[config.mk]
export PLATFORM = sky130hd
export DESIGN_NAME = elst_upd
export DESIGN_NICKNAME = d
export VERILOG_FILES = /design/src/sv/elst_pkg.sv /design/src/sv/elst_upd.sv
export SDC_FILE = /design/constraint.sdc
export NUM_CORES = 1
export LEC_CHECK = 0
export BUFFER_PORTS_ARGS = -buffer_cell sky130_fd_sc_hd__buf_2
export CORE_AREA = 2 2 354 356
export DETAILED_ROUTE_END_ITERATION = 8
export DIE_AREA = 0 0 356 358
export GPL_ROUTABILITY_DRIVEN = 0
export GPL_TIMING_DRIVEN = 0
export PLACE_DENSITY = 0.31
export REMOVE_ABC_BUFFERS = 1
export SYNTH_ARGS = -nofsm -noshare
export SYNTH_HDL_FRONTEND = slang
export SYNTH_SLANG_ARGS = --single-unit
[constraint.sdc]
create_clock -name vclk -period 3.96
set_input_delay 0.198 -clock vclk [all_inputs]
set_output_delay 0.198 -clock vclk [all_outputs]
set_load 0.05 [all_outputs]
[src/sv/elst_pkg.sv]
// shared types and constants for the event latency statistics table
// no dependencies
package elst_pkg;

  localparam int unsigned SLOTS_DEF = 512;
  localparam int unsigned DATA_W    = 64;
  localparam int unsigned KIND_W    = 3;
  localparam int unsigned SLOT_W    = 10;
  localparam int unsigned MODE_W    = 2;
  localparam int unsigned CFG_IDX_W = 1;

  // word kinds
  localparam logic [KIND_W-1:0] KIND_RECORD = 3'd0;
  localparam logic [KIND_W-1:0] KIND_FREEZE = 3'd1;
  localparam logic [KIND_W-1:0] KIND_READ   = 3'd2;
  localparam logic [KIND_W-1:0] KIND_STOP   = 3'd3;
  localparam logic [KIND_W-1:0] KIND_CLEAR  = 3'd4;

  // mode codes
  localparam logic [MODE_W-1:0] MODE_OFF    = 2'd0;
  localparam logic [MODE_W-1:0] MODE_RECORD = 2'd1;
  localparam logic [MODE_W-1:0] MODE_FROZEN = 2'd2;

  // register indexes
  localparam logic [CFG_IDX_W-1:0] REG_RECORD_ENABLE = 1'd0;
  localparam logic [CFG_IDX_W-1:0] REG_STEADY_MODE   = 1'd1;

  // one table row
  typedef struct packed {
    logic [DATA_W-1:0] count;
    logic [DATA_W-1:0] total;
    logic [DATA_W-1:0] max;
  } entry_t;

  // running totals kept outside the table
  typedef struct packed {
    logic [DATA_W-1:0] grand_count;
    logic [DATA_W-1:0] grand_time;
    logic [DATA_W-1:0] first_start;
  } totals_t;

endpackage

[src/sv/elst_upd.sv]
// row and running total update for one accepted record word
// depends on elst_pkg
module elst_upd import elst_pkg::*; (
  input  entry_t            row_i,
  input  totals_t           tot_i,
  input  logic [DATA_W-1:0] dur_i,
  input  logic [DATA_W-1:0] start_i,
  output entry_t            row_o,
  output totals_t           tot_o
);

  logic [DATA_W:0] gc_sum;
  logic [DATA_W:0] gt_sum;

  always_comb begin
    row_o.count = row_i.count + DATA_W'(1);
    row_o.total = row_i.total + dur_i;
    row_o.max   = (dur_i > row_i.max) ? dur_i : row_i.max;

    // saturating grand totals
    gc_sum = {1'b0, tot_i.grand_count} + (DATA_W+1)'(1);
    gt_sum = {1'b0, tot_i.grand_time} + {1'b0, dur_i};
    tot_o.grand_count = gc_sum[DATA_W] ? '1 : gc_sum[DATA_W-1:0];
    tot_o.grand_time  = gt_sum[DATA_W] ? '1 : gt_sum[DATA_W-1:0];

    // latch the first nonzero start time
    tot_o.first_start = (tot_i.first_start == '0) ? start_i : tot_i.first_start;
  end

endmodule

### Word-level counts from Yosys, hierarchy flattened

Index checks and enable logic that the tools add are counted.
Widths: inputs -> output; s select.

* add/subtract/negate cells: 4
* order comparisons: 1
* mux-type cells: 4
* reduce and logical (&&, ||, !) cells: 1

Operators by type and width (number)
* $mux 64: 4
* $add 64x1->65 const B: 1
* $add 64x64->65: 1
* $add 64x1->64 const B: 1
* $add 64x64->64: 1
* $gt 64x64->1: 1
* $logic_not 64->1: 1

* register bits after elaboration: 0
* output and inout bits: 384
* logic and storage cells: 10

### Logic depth before layout (Yosys ltp)

Gate-level depths: netlist of run 1.

* depth in word-level cells: 2
* mapped depth: 13
* gate-level depth less buffers: 12

### Worst setup path before layout of run 1

Ideal clock, no wire load.

* path type: input port to output port
* start point: input port row_i[64] (netlist name)
* end point: output port row_o[126] (netlist name)
* arrival time: 3.206 ns
* data required time: 3.762 ns
* slack: 0.556 ns
* stages: 12
* path buffers: 0
* cells stage by stage: ha_1 fa_1 a211oi_1 o21ai_0 o2111a_1 o21ai_1 a2111oi_0 nor2_1 o21ai_1 and2b_1 a31oi_1 xnor2_1

RTL lines
* from (decl): RTL line elst_upd.sv:4 `input entry_t row_i,`
* to (decl): RTL line elst_upd.sv:8 `output entry_t row_o,`

==> flow_summary_export.csv, run 1 <==
group,metric,value,unit
run_status,status,"complete, no violations",
logic_synthesis,yosys.cell_types.count,75,
global_routing,grt_start_max_net_pins,32,
sta,fin_crit_sh,0.960,
critical_path,path_class,"in2out",
floorplan,die_w,356,um
logic_synthesis,yosysMostFrequentCell,"nand2_1",
global_routing,antenna_found_initial,46,
critical_path,required,3760,ps
power,peakVddDrop,0.104,mV
flow_run,cap_violations,0,
sta,finalSetupViolCount,0,
logic_synthesis,synth_area_per_cell,6.72,um2
power,internal_power,1.34,mW
floorplan,io_pins,896,
cells_and_area,stdcell_count,4461,
cells_and_area,utilization,0.163,
logic_synthesis,ys_warn_count,0,
drt,drc,0,
place,portBuffers,896,
power,report.power.total,4.72,mW
logic_synthesis,synth_seq_area_share,0,
power,p_leak,9.92,nW
logic_synthesis,synth_commonest_cells,"nand2_1, ha_1, a21oi_1, a21o_1, xnor2_1",
floorplan,start_util,0.107,
place,placedCellCount,4433,
sta,tightestPinTransition,1080,ps
global_routing,grt_overflow_total,0,
critical_path,critical_path_arrival,3600,ps
global_routing,grt_pass1_wl,131000,um
critical_path,startpoint_type,"input port",
sta,fin_tns_setup,0,ps
drt,routedWlPerCell,21.7,um
cells_and_area,nets,3521,
power,comb_power_share,1.000,
cells_and_area,design.seq.count,0,
critical_path,cp_max_fo,31,
cells_and_area,n_clock_buffer,0,
drt,wirelength,97000,um
sta,hold_violations,0,
logic_synthesis,syn_area,0.0132,mm2
cells_and_area,area.sequential,0,um2
global_routing,grt_pass1_vias,18000,
sta,fin_ws,159,ps
drt,drt_pass1_iterations,4,
place,pre_cts_slack,-1120,ps
sta,rsz0062_at_grt,"no",
logic_synthesis,synthCells,1958,
power,seq_power_share,0,
cells_and_area,design_area,0.0201,mm2
floorplan,die_h,358,um
floorplan,dieArea,0.127,mm2
drt,dr.first_iter.drc_count,691,
sta,drv_slew,0,
logic_synthesis,synth.area.top_cells,"ha_1, xnor2_1, a21o_1, nand2_1, a21oi_1",
power,switchingPower,3.38,mW
sta,holdWs,752,ps
worst_hold_path,hold_path.class,"in2out",
drt,dr_total_vias,18000,
place,hpwl,88100,um
sta,timing.fmax,0.263,GHz
drt,viasPerCell,4.03,
cells_and_area,syn2layout_area_growth,52.4,%
logic_synthesis,synth_top_cell_by_area,"ha_1",
logic_synthesis,post-synth-top-area-fraction,0.183,
critical_path,endpoint_kind,"output port",
sta,maxSlewHeadroom,0.273,
sta,min_period,3800,ps
power,p_sw_frac,0.717,
global_routing,gr-usage-all-layers,0.141,
power,clkPwrFrac,0,
place,place_area,0.0196,mm2
drt,ant_nets,0,
power,power_density,235,mW/mm2
cells_and_area,drive_gt1_frac,0.377,
floorplan,core,0.123,mm2
floorplan,rows,129,
power groups by stage:
stage	Sequential, mW	Clock (mW)	Combinational (mW)
floorplan	0	0	3.12
global placement	0	0	4.70
detailed placement	0	0	4.69
CTS	0	0	4.75
global route	0	0.000000137	5.03
finish	0	0.0000000177	4.72
logic make-up (layout without fill, tap and decap cells):
family | count (synthesis) | after routing | synth area share
and+or+nand+nor | 715 | 716 | 0.262
buffers and inverters | 179 | 1032 | 0.0557
AOI/OAI and AO/OA | 568 | 568 | 0.283
xor gates and xnor gates | 234 | 234 | 0.156
adders and majority gates | 195 | 195 | 0.187
muxes | 67 | 67 | 0.0571
other | 0 | 12 | 0
final timing paths:
check | startpoint | endpoint | cells after the start
worst max-delay path | dur_i[22] | tot_o[79] | 16
worst min-delay path | row_i[179] | row_o[179] | 3
critical path: stages:
cell,delay [ps]
buf_2,180
ha_1,450
nand4_1,210
nor3_2,290
nand4_1,150
a21oi_2,260
nor4_4,70
buf_4,160
o211ai_4,300
a21oi_4,120
o31ai_4,300
a21oi_4,120
buf_16,170
buf_12,170
nand2_1,110
buf_2,280
layout make-up:
type / instances / area (um2)
antenna: 12 / 30.0
fill: 14500 / 103000
inverter: 110 / 413
multi-input combinational: 1780 / 12700
tap: 1637 / 2050
timing repair buffer: 922 / 4820
what timing repair did:
action                                  4_1_cts  5_1_grt
pin swaps                                     6        5
hold buffers                                  0        0
cloned                                        1        0
endpoints found under the setup margin      214       80
setup buffers                                 6        8
resized for setup                            38       27
cell usage in the layout (no fill, tap or decap), types with 13 or more instances in the layout:
| master | synthesis | layout |
|---|---|---|
| buf_2 | 13 | 889 |
| nand2_1 | 265 | 265 |
| ha_1 | 193 | 185 |
| a21oi_1 | 161 | 158 |
| a21o_1 | 153 | 153 |
| xnor2_1 | 147 | 147 |
| nor2_1 | 120 | 119 |
| inv_1 | 110 | 110 |
| xor2_1 | 87 | 87 |
| o21ai_0 | 90 | 85 |
| nand3_1 | 75 | 75 |
| nand4_1 | 74 | 74 |
| mux2_2 | 65 | 65 |
| and3_1 | 35 | 34 |
| nor3_1 | 34 | 32 |
| nor4_1 | 32 | 28 |
| o21a_1 | 24 | 24 |
| buf_4 | 0 | 22 |
| o21bai_1 | 21 | 21 |
| a211oi_1 | 20 | 16 |
| a31oi_1 | 15 | 13 |
| nand2b_1 | 13 | 13 |
layer usage:
layer  part of all wire  vias up  GRT usage  routed length (um)
met4              0.016       26     0.0186                1540
met3              0.056       93     0.0234                5430
met1               0.44     8392      0.178               42200
met5             0.0019        -          0                 182
li1                   -     8865          -                   -
met2               0.49      611      0.254               47600
No activity file was read; power rests on OpenSTA's default activity.
==> run 2: changes to the inputs <==
--- a/config.mk
+++ b/config.mk
@@ -6,12 +6,12 @@
 export NUM_CORES = 1
 export LEC_CHECK = 0
 export BUFFER_PORTS_ARGS = -buffer_cell sky130_fd_sc_hd__buf_2
-export CORE_AREA = 2 2 354 356
+export CORE_AREA = 2 2 345 347
 export DETAILED_ROUTE_END_ITERATION = 8
-export DIE_AREA = 0 0 356 358
+export DIE_AREA = 0 0 347 349
 export GPL_ROUTABILITY_DRIVEN = 0
 export GPL_TIMING_DRIVEN = 0
-export PLACE_DENSITY = 0.31
+export PLACE_DENSITY = 0.32
 export REMOVE_ABC_BUFFERS = 1
 export SYNTH_ARGS = -nofsm -noshare
 export SYNTH_HDL_FRONTEND = slang
==> flow_summary_export.csv, run 2 (synthesis results as in run 1) <==
group,metric,value,unit
sta,fin_crit_sh,0.968,
critical_path,startpoint_type,"input port",
sta,maxSlewHeadroom,0.283,
critical_path,endpoint_kind,"output port",
global_routing,grtUsageMet2,0.255,
global_routing,met3_usage,0.0267,
drt,drt_pass1_iterations,5,
cells_and_area,n_clock_buffer,0,
cells_and_area,mostFrequentLayoutCells,"buf_2, nand2_1, ha_1",
drt,viasPerCell,4.13,
sta,fin_tns_setup,0,ps
critical_path,cp_max_fo,6,
drt,wirelength,94000,um
power,seq_power_share,0,
worst_hold_path,hold_path.class,"in2out",
place,portBuffers,896,
global_routing,grt_busiest_layer,"met2",
sta,tightestPinTransition,1070,ps
place,hpwl,85700,um
critical_path,endpoint,"row_o[118]",
floorplan,rows,126,
global_routing,grtUsageMet1,0.182,
sta,finalSetupViolCount,0,
floorplan,io_pins,896,
drt,dr.first_iter.drc_count,825,
clock_network,hold_buffers,0,
floorplan,core,0.117,mm2
power,comb_power_share,1.000,
power,peakVddDrop,0.131,mV
cells_and_area,drive_gt1_frac,0.376,
critical_path,critical_path_arrival,3640,ps
critical_path,path_cells,"buf_2, ha_1, nand2_1, or3_4, nor3_2, o21ai_4, buf_12, a2111oi_2, nor2_2, o21ai_2, and2b_1, a21oi_1, xnor2_1, buf_4",
power,power_density,236,mW/mm2
power,p_sw_frac,0.717,
sta,rsz0062_at_grt,"yes",
critical_path,slowest_delay,460,ps
sta,drv_slew,0,
cells_and_area,design.seq.count,0,
power,p_leak,9.88,nW
floorplan,start_util,0.112,
critical_path,required,3760,ps
cells_and_area,area.sequential,0,um2
drt,routedWlPerCell,21.6,um
global_routing,antenna_found_initial,41,
floorplan,die_h,349,um
global_routing,grt_pass1_wl,129000,um
power,report.power.total,4.69,mW
cells_and_area,multi_input_area,0.0127,mm2
drt,drc,0,
global_routing,grt_overflow_total,0,
drt,ant_nets,0,
sta,min_period,3830,ps
sta,hold_violations,0,
critical_path,startpoint,"dur_i[24]",
cells_and_area,layout_commonest_cell,"buf_2",
run_status,status,"complete, no violations",
global_routing,gr-usage-all-layers,0.144,
floorplan,dieArea,0.121,mm2
sta,timing.fmax,0.261,GHz
floorplan,die_w,347,um
flow_run,cap_violations,0,
cells_and_area,num-fill-cells,13800,
critical_path,cpMaxStageDelayCell,"a2111oi_2",
power,switchingPower,3.36,mW
sta,holdWs,745,ps
power,internal_power,1.33,mW
power,clkPwrFrac,0,
cells_and_area,syn2layout_area_growth,50.9,%
drt,dr_total_vias,18000,
cells_and_area,nets,3517,
global_routing,grt_pass1_vias,18100,
global_routing,grt_start_max_net_pins,60,
critical_path,path_class,"in2out",
[run 2: layout make-up]
cell class | instances | share of cell area
antenna | 9 | 0.00113
timing repair buffer | 918 | 0.240
tap | 1536 | 0.0968
multi-input combinational | 1780 | 0.641
inverter | 110 | 0.0208
[run 2: critical path, delay by kind of cell]
family	cells	cell delay [ps]
AO/OA/AOI/OAI	4	940
AND/OR/NAND/NOR	5	1240
XOR/XNOR	1	240
buffers and inverters	3	580
adder cells (fa/ha/maj)	1	410
[run 2: what timing repair did]
action / in CTS / in global routing
pin swaps: 3 / 12
gates cloned: 0 / 1
buffers inserted: 5 / 5
resized for setup: 28 / 30
hold endpoints to repair: 0 / 0
endpoints found under the setup margin: 214 / 88
[run 2: layer usage]
layer,part of all wire,wire [um]
met5,0.0023,215
met4,0.024,2210
met3,0.058,5410
met2,0.48,45200
met1,0.44,41000
[run 2: worst min-delay path by stage]
stage	from	to	slack, ps	cells after the start
6_report	row_i[191]	row_o[191]	740	3
5_1_grt	row_i[191]	row_o[191]	760	3
4_1_cts	row_i[191]	row_o[191]	750	3
3_5_place_dp	row_i[191]	row_o[191]	750	3
3_3_place_gp	row_i[184]	row_o[184]	750	3
2_1_floorplan	row_i[128]	row_o[128]	570	1
[run 2: metrics by stage]
step | cell area, um2 | std cells | setup slack [ps] | util
2_1_floorplan | 12800 | 1889 | -2040 | -
3_3_place_gp | 19200 | 4321 | -7550 | 0.164
3_5_place_dp | 19500 | 4333 | -749 | 0.166
4_1_cts | 19600 | 4338 | -84.5 | 0.167
5_1_grt | 19900 | 4350 | -26.5 | 0.169
6_report | 19900 | 4353 | 127 | 0.169
[run 2: power groups by stage]
stage	Combinational, mW	Sequential (mW)	Clock [mW]
floorplan	3.12	0	0
global placement	4.68	0	0
detailed placement	4.66	0	0
CTS	4.71	0	0
global route	4.99	0	0.000000203
finish	4.69	0	0.000000201
==> run 3: changes to the inputs <==
--- a/config.mk
+++ b/config.mk
@@ -6,9 +6,9 @@
 export NUM_CORES = 1
 export LEC_CHECK = 0
 export BUFFER_PORTS_ARGS = -buffer_cell sky130_fd_sc_hd__buf_2
-export CORE_AREA = 2 2 345 347
+export CORE_AREA = 2 2 351 353
 export DETAILED_ROUTE_END_ITERATION = 8
-export DIE_AREA = 0 0 347 349
+export DIE_AREA = 0 0 353 355
 export GPL_ROUTABILITY_DRIVEN = 0
 export GPL_TIMING_DRIVEN = 0
 export PLACE_DENSITY = 0.32
==> constraint.sdc (replaced) <==
create_clock -name vclk -period 3.5
set_input_delay 0.175 -clock vclk [all_inputs]
set_output_delay 0.175 -clock vclk [all_outputs]
set_load 0.05 [all_outputs]
==> flow_summary_export.csv, run 3 (synthesis results as in run 1) <==
group,metric,value,unit
critical_path,cpMostUsedCell,"a21oi_4",
cells_and_area,n_clock_buffer,0,
sta,holdWs,699,ps
worst_hold_path,hold_path.class,"in2out",
drt,ant_nets,0,
floorplan,die_h,355,um
sta,fin_crit_sh,0.995,
drt,routedWlPerCell,21.4,um
cells_and_area,mostFrequentLayoutCells,"buf_2, nand2_1, a21o_1",
power,p_leak,10.3,nW
cells_and_area,num-fill-cells,14200,
place,placedCellCount,4423,
critical_path,critical_path_arrival,3310,ps
cells_and_area,layout_commonest_cell,"buf_2",
place,pre_cts_slack,-1490,ps
clock_network,hold_buffers,0,
cells_and_area,stdcell_count,4482,
sta,min_period,3480,ps
worst_hold_path,holdPathEnd,"row_o[191]",
drt,dr_total_vias,18300,
drt,dr.first_iter.drc_count,833,
place,place_area,0.0196,mm2
sta,fin_tns_setup,0,ps
floorplan,core,0.121,mm2
cells_and_area,drive_gt1_frac,0.419,
global_routing,gr-usage-all-layers,0.142,
place,portBuffers,896,
cells_and_area,multi_input_area,0.0136,mm2
power,power_density,269,mW/mm2
place,hpwl,85200,um
critical_path,startpoint_type,"input port",
power,report.power.total,5.80,mW
flow_run,cap_violations,0,
cells_and_area,design_area,0.0215,mm2
critical_path,path_class,"in2out",
floorplan,die_w,353,um
sta,drv_slew,0,
floorplan,start_util,0.108,
global_routing,grt_pass1_wl,132000,um
drt,drt_pass1_iterations,5,
critical_path,path_cells,"buf_2, ha_1, nand4_1, or4_4, o211ai_4, a21oi_4, o31ai_4, a21oi_4, buf_12, buf_4, buf_16, nand2_1, buf_6",
drt,viasPerCell,4.09,
run_status,status,"complete, no violations",
drt,drc,0,
sta,rsz0062_at_grt,"yes",
cells_and_area,design.seq.count,0,
sta,fin_ws,16.7,ps
global_routing,antenna_found_initial,47,
floorplan,rows,128,
floorplan,io_pins,896,
power,peakVddDrop,0.151,mV
cells_and_area,utilization,0.177,
worst_hold_path,min-delay-start,"row_i[191]",
global_routing,grt_start_max_net_pins,31,
critical_path,crit_buf_inv,5,
sta,hold_violations,0,
sta,finalSetupViolCount,0,
global_routing,grt_overflow_total,0,
worst_hold_path,hold_depth,3,
cells_and_area,area.sequential,0,um2
drt,wirelength,95700,um
critical_path,cp_max_fo,14,
sta,timing.fmax,0.287,GHz
critical_path,slowest_delay,560,ps
critical_path,required,3320,ps
floorplan,dieArea,0.125,mm2
cells_and_area,syn2layout_area_growth,63.7,%
critical_path,cp_top_family,"simple AND/OR/NAND/NOR gates",
sta,maxSlewHeadroom,0.255,
critical_path,cpMaxStageDelayCell,"or4_4",
cells_and_area,nets,3555,
global_routing,grt_pass1_vias,18600,
sta,tightestPinTransition,1110,ps
critical_path,endpoint_kind,"output port",
run 3: changes by cell type in the layout (fill, tap and decap cells not counted), moves of 10 or more:
cell	before	now
a21oi_1	153	143
buf_4	17	95
buf_6	0	32
o21ai_0	86	74
ha_4	0	33
ha_1	186	144
buf_2	890	800
run 3: timing repair:
| item | in CTS | in global routing |
|---|---|---|
| setup buffers | 24 | 20 |
| gates resized for setup | 200 | 194 |
| setup endpoints to repair | 244 | 106 |
| cloned | 3 | 2 |
| pin swaps | 31 | 45 |
run 3: worst min-delay path, delay by kind of cell:
family	cells	cell delay, ps
buf+inv	2	290
xor+xnor	1	60
run 3: power breakdown:
part | internal [mW] | total (mW) | leakage (nW) | switching, mW
Combinational | 1.84 | 5.80 | 10.3 | 3.96
Clock | 0.000000368 | 0.000000369 | 0.0000697 | 0
Sequential | 0 | 0 | 0 | 0
run 3: cell type report:
class / count / share of cell area
repair buffers: 955 / 0.256
inverters: 110 / 0.0192
well taps: 1625 / 0.0944
multi-input cells: 1781 / 0.629
diodes: 11 / 0.00128
run 3: worst max path at each step:
| stage | startpoint | endpoint | slack (ps) | depth (start not counted) |
|---|---|---|---|---|
| 5_1_grt | dur_i[29] | tot_o[92] | -100 | 16 |
| 2_1_floorplan | tot_i[1] | tot_o[0] | -2460 | 4 |
| 6_report | dur_i[34] | tot_o[92] | 20 | 13 |
| 3_5_place_dp | row_i[30] | row_o[44] | -1490 | 13 |
| 3_3_place_gp | row_i[30] | row_o[44] | -7280 | 11 |
| 4_1_cts | dur_i[24] | row_o[118] | -30 | 14 |
run 3: routing by layer:
layer  part of all wire  track usage  wire (um)  up-vias
met5             0.0020            0        191        -
met1               0.42        0.176      40100     8631
met2               0.49        0.255      46800      632
met3              0.067       0.0259       6390      104
met4              0.023       0.0294       2240       32
li1                   -            -          -     8936
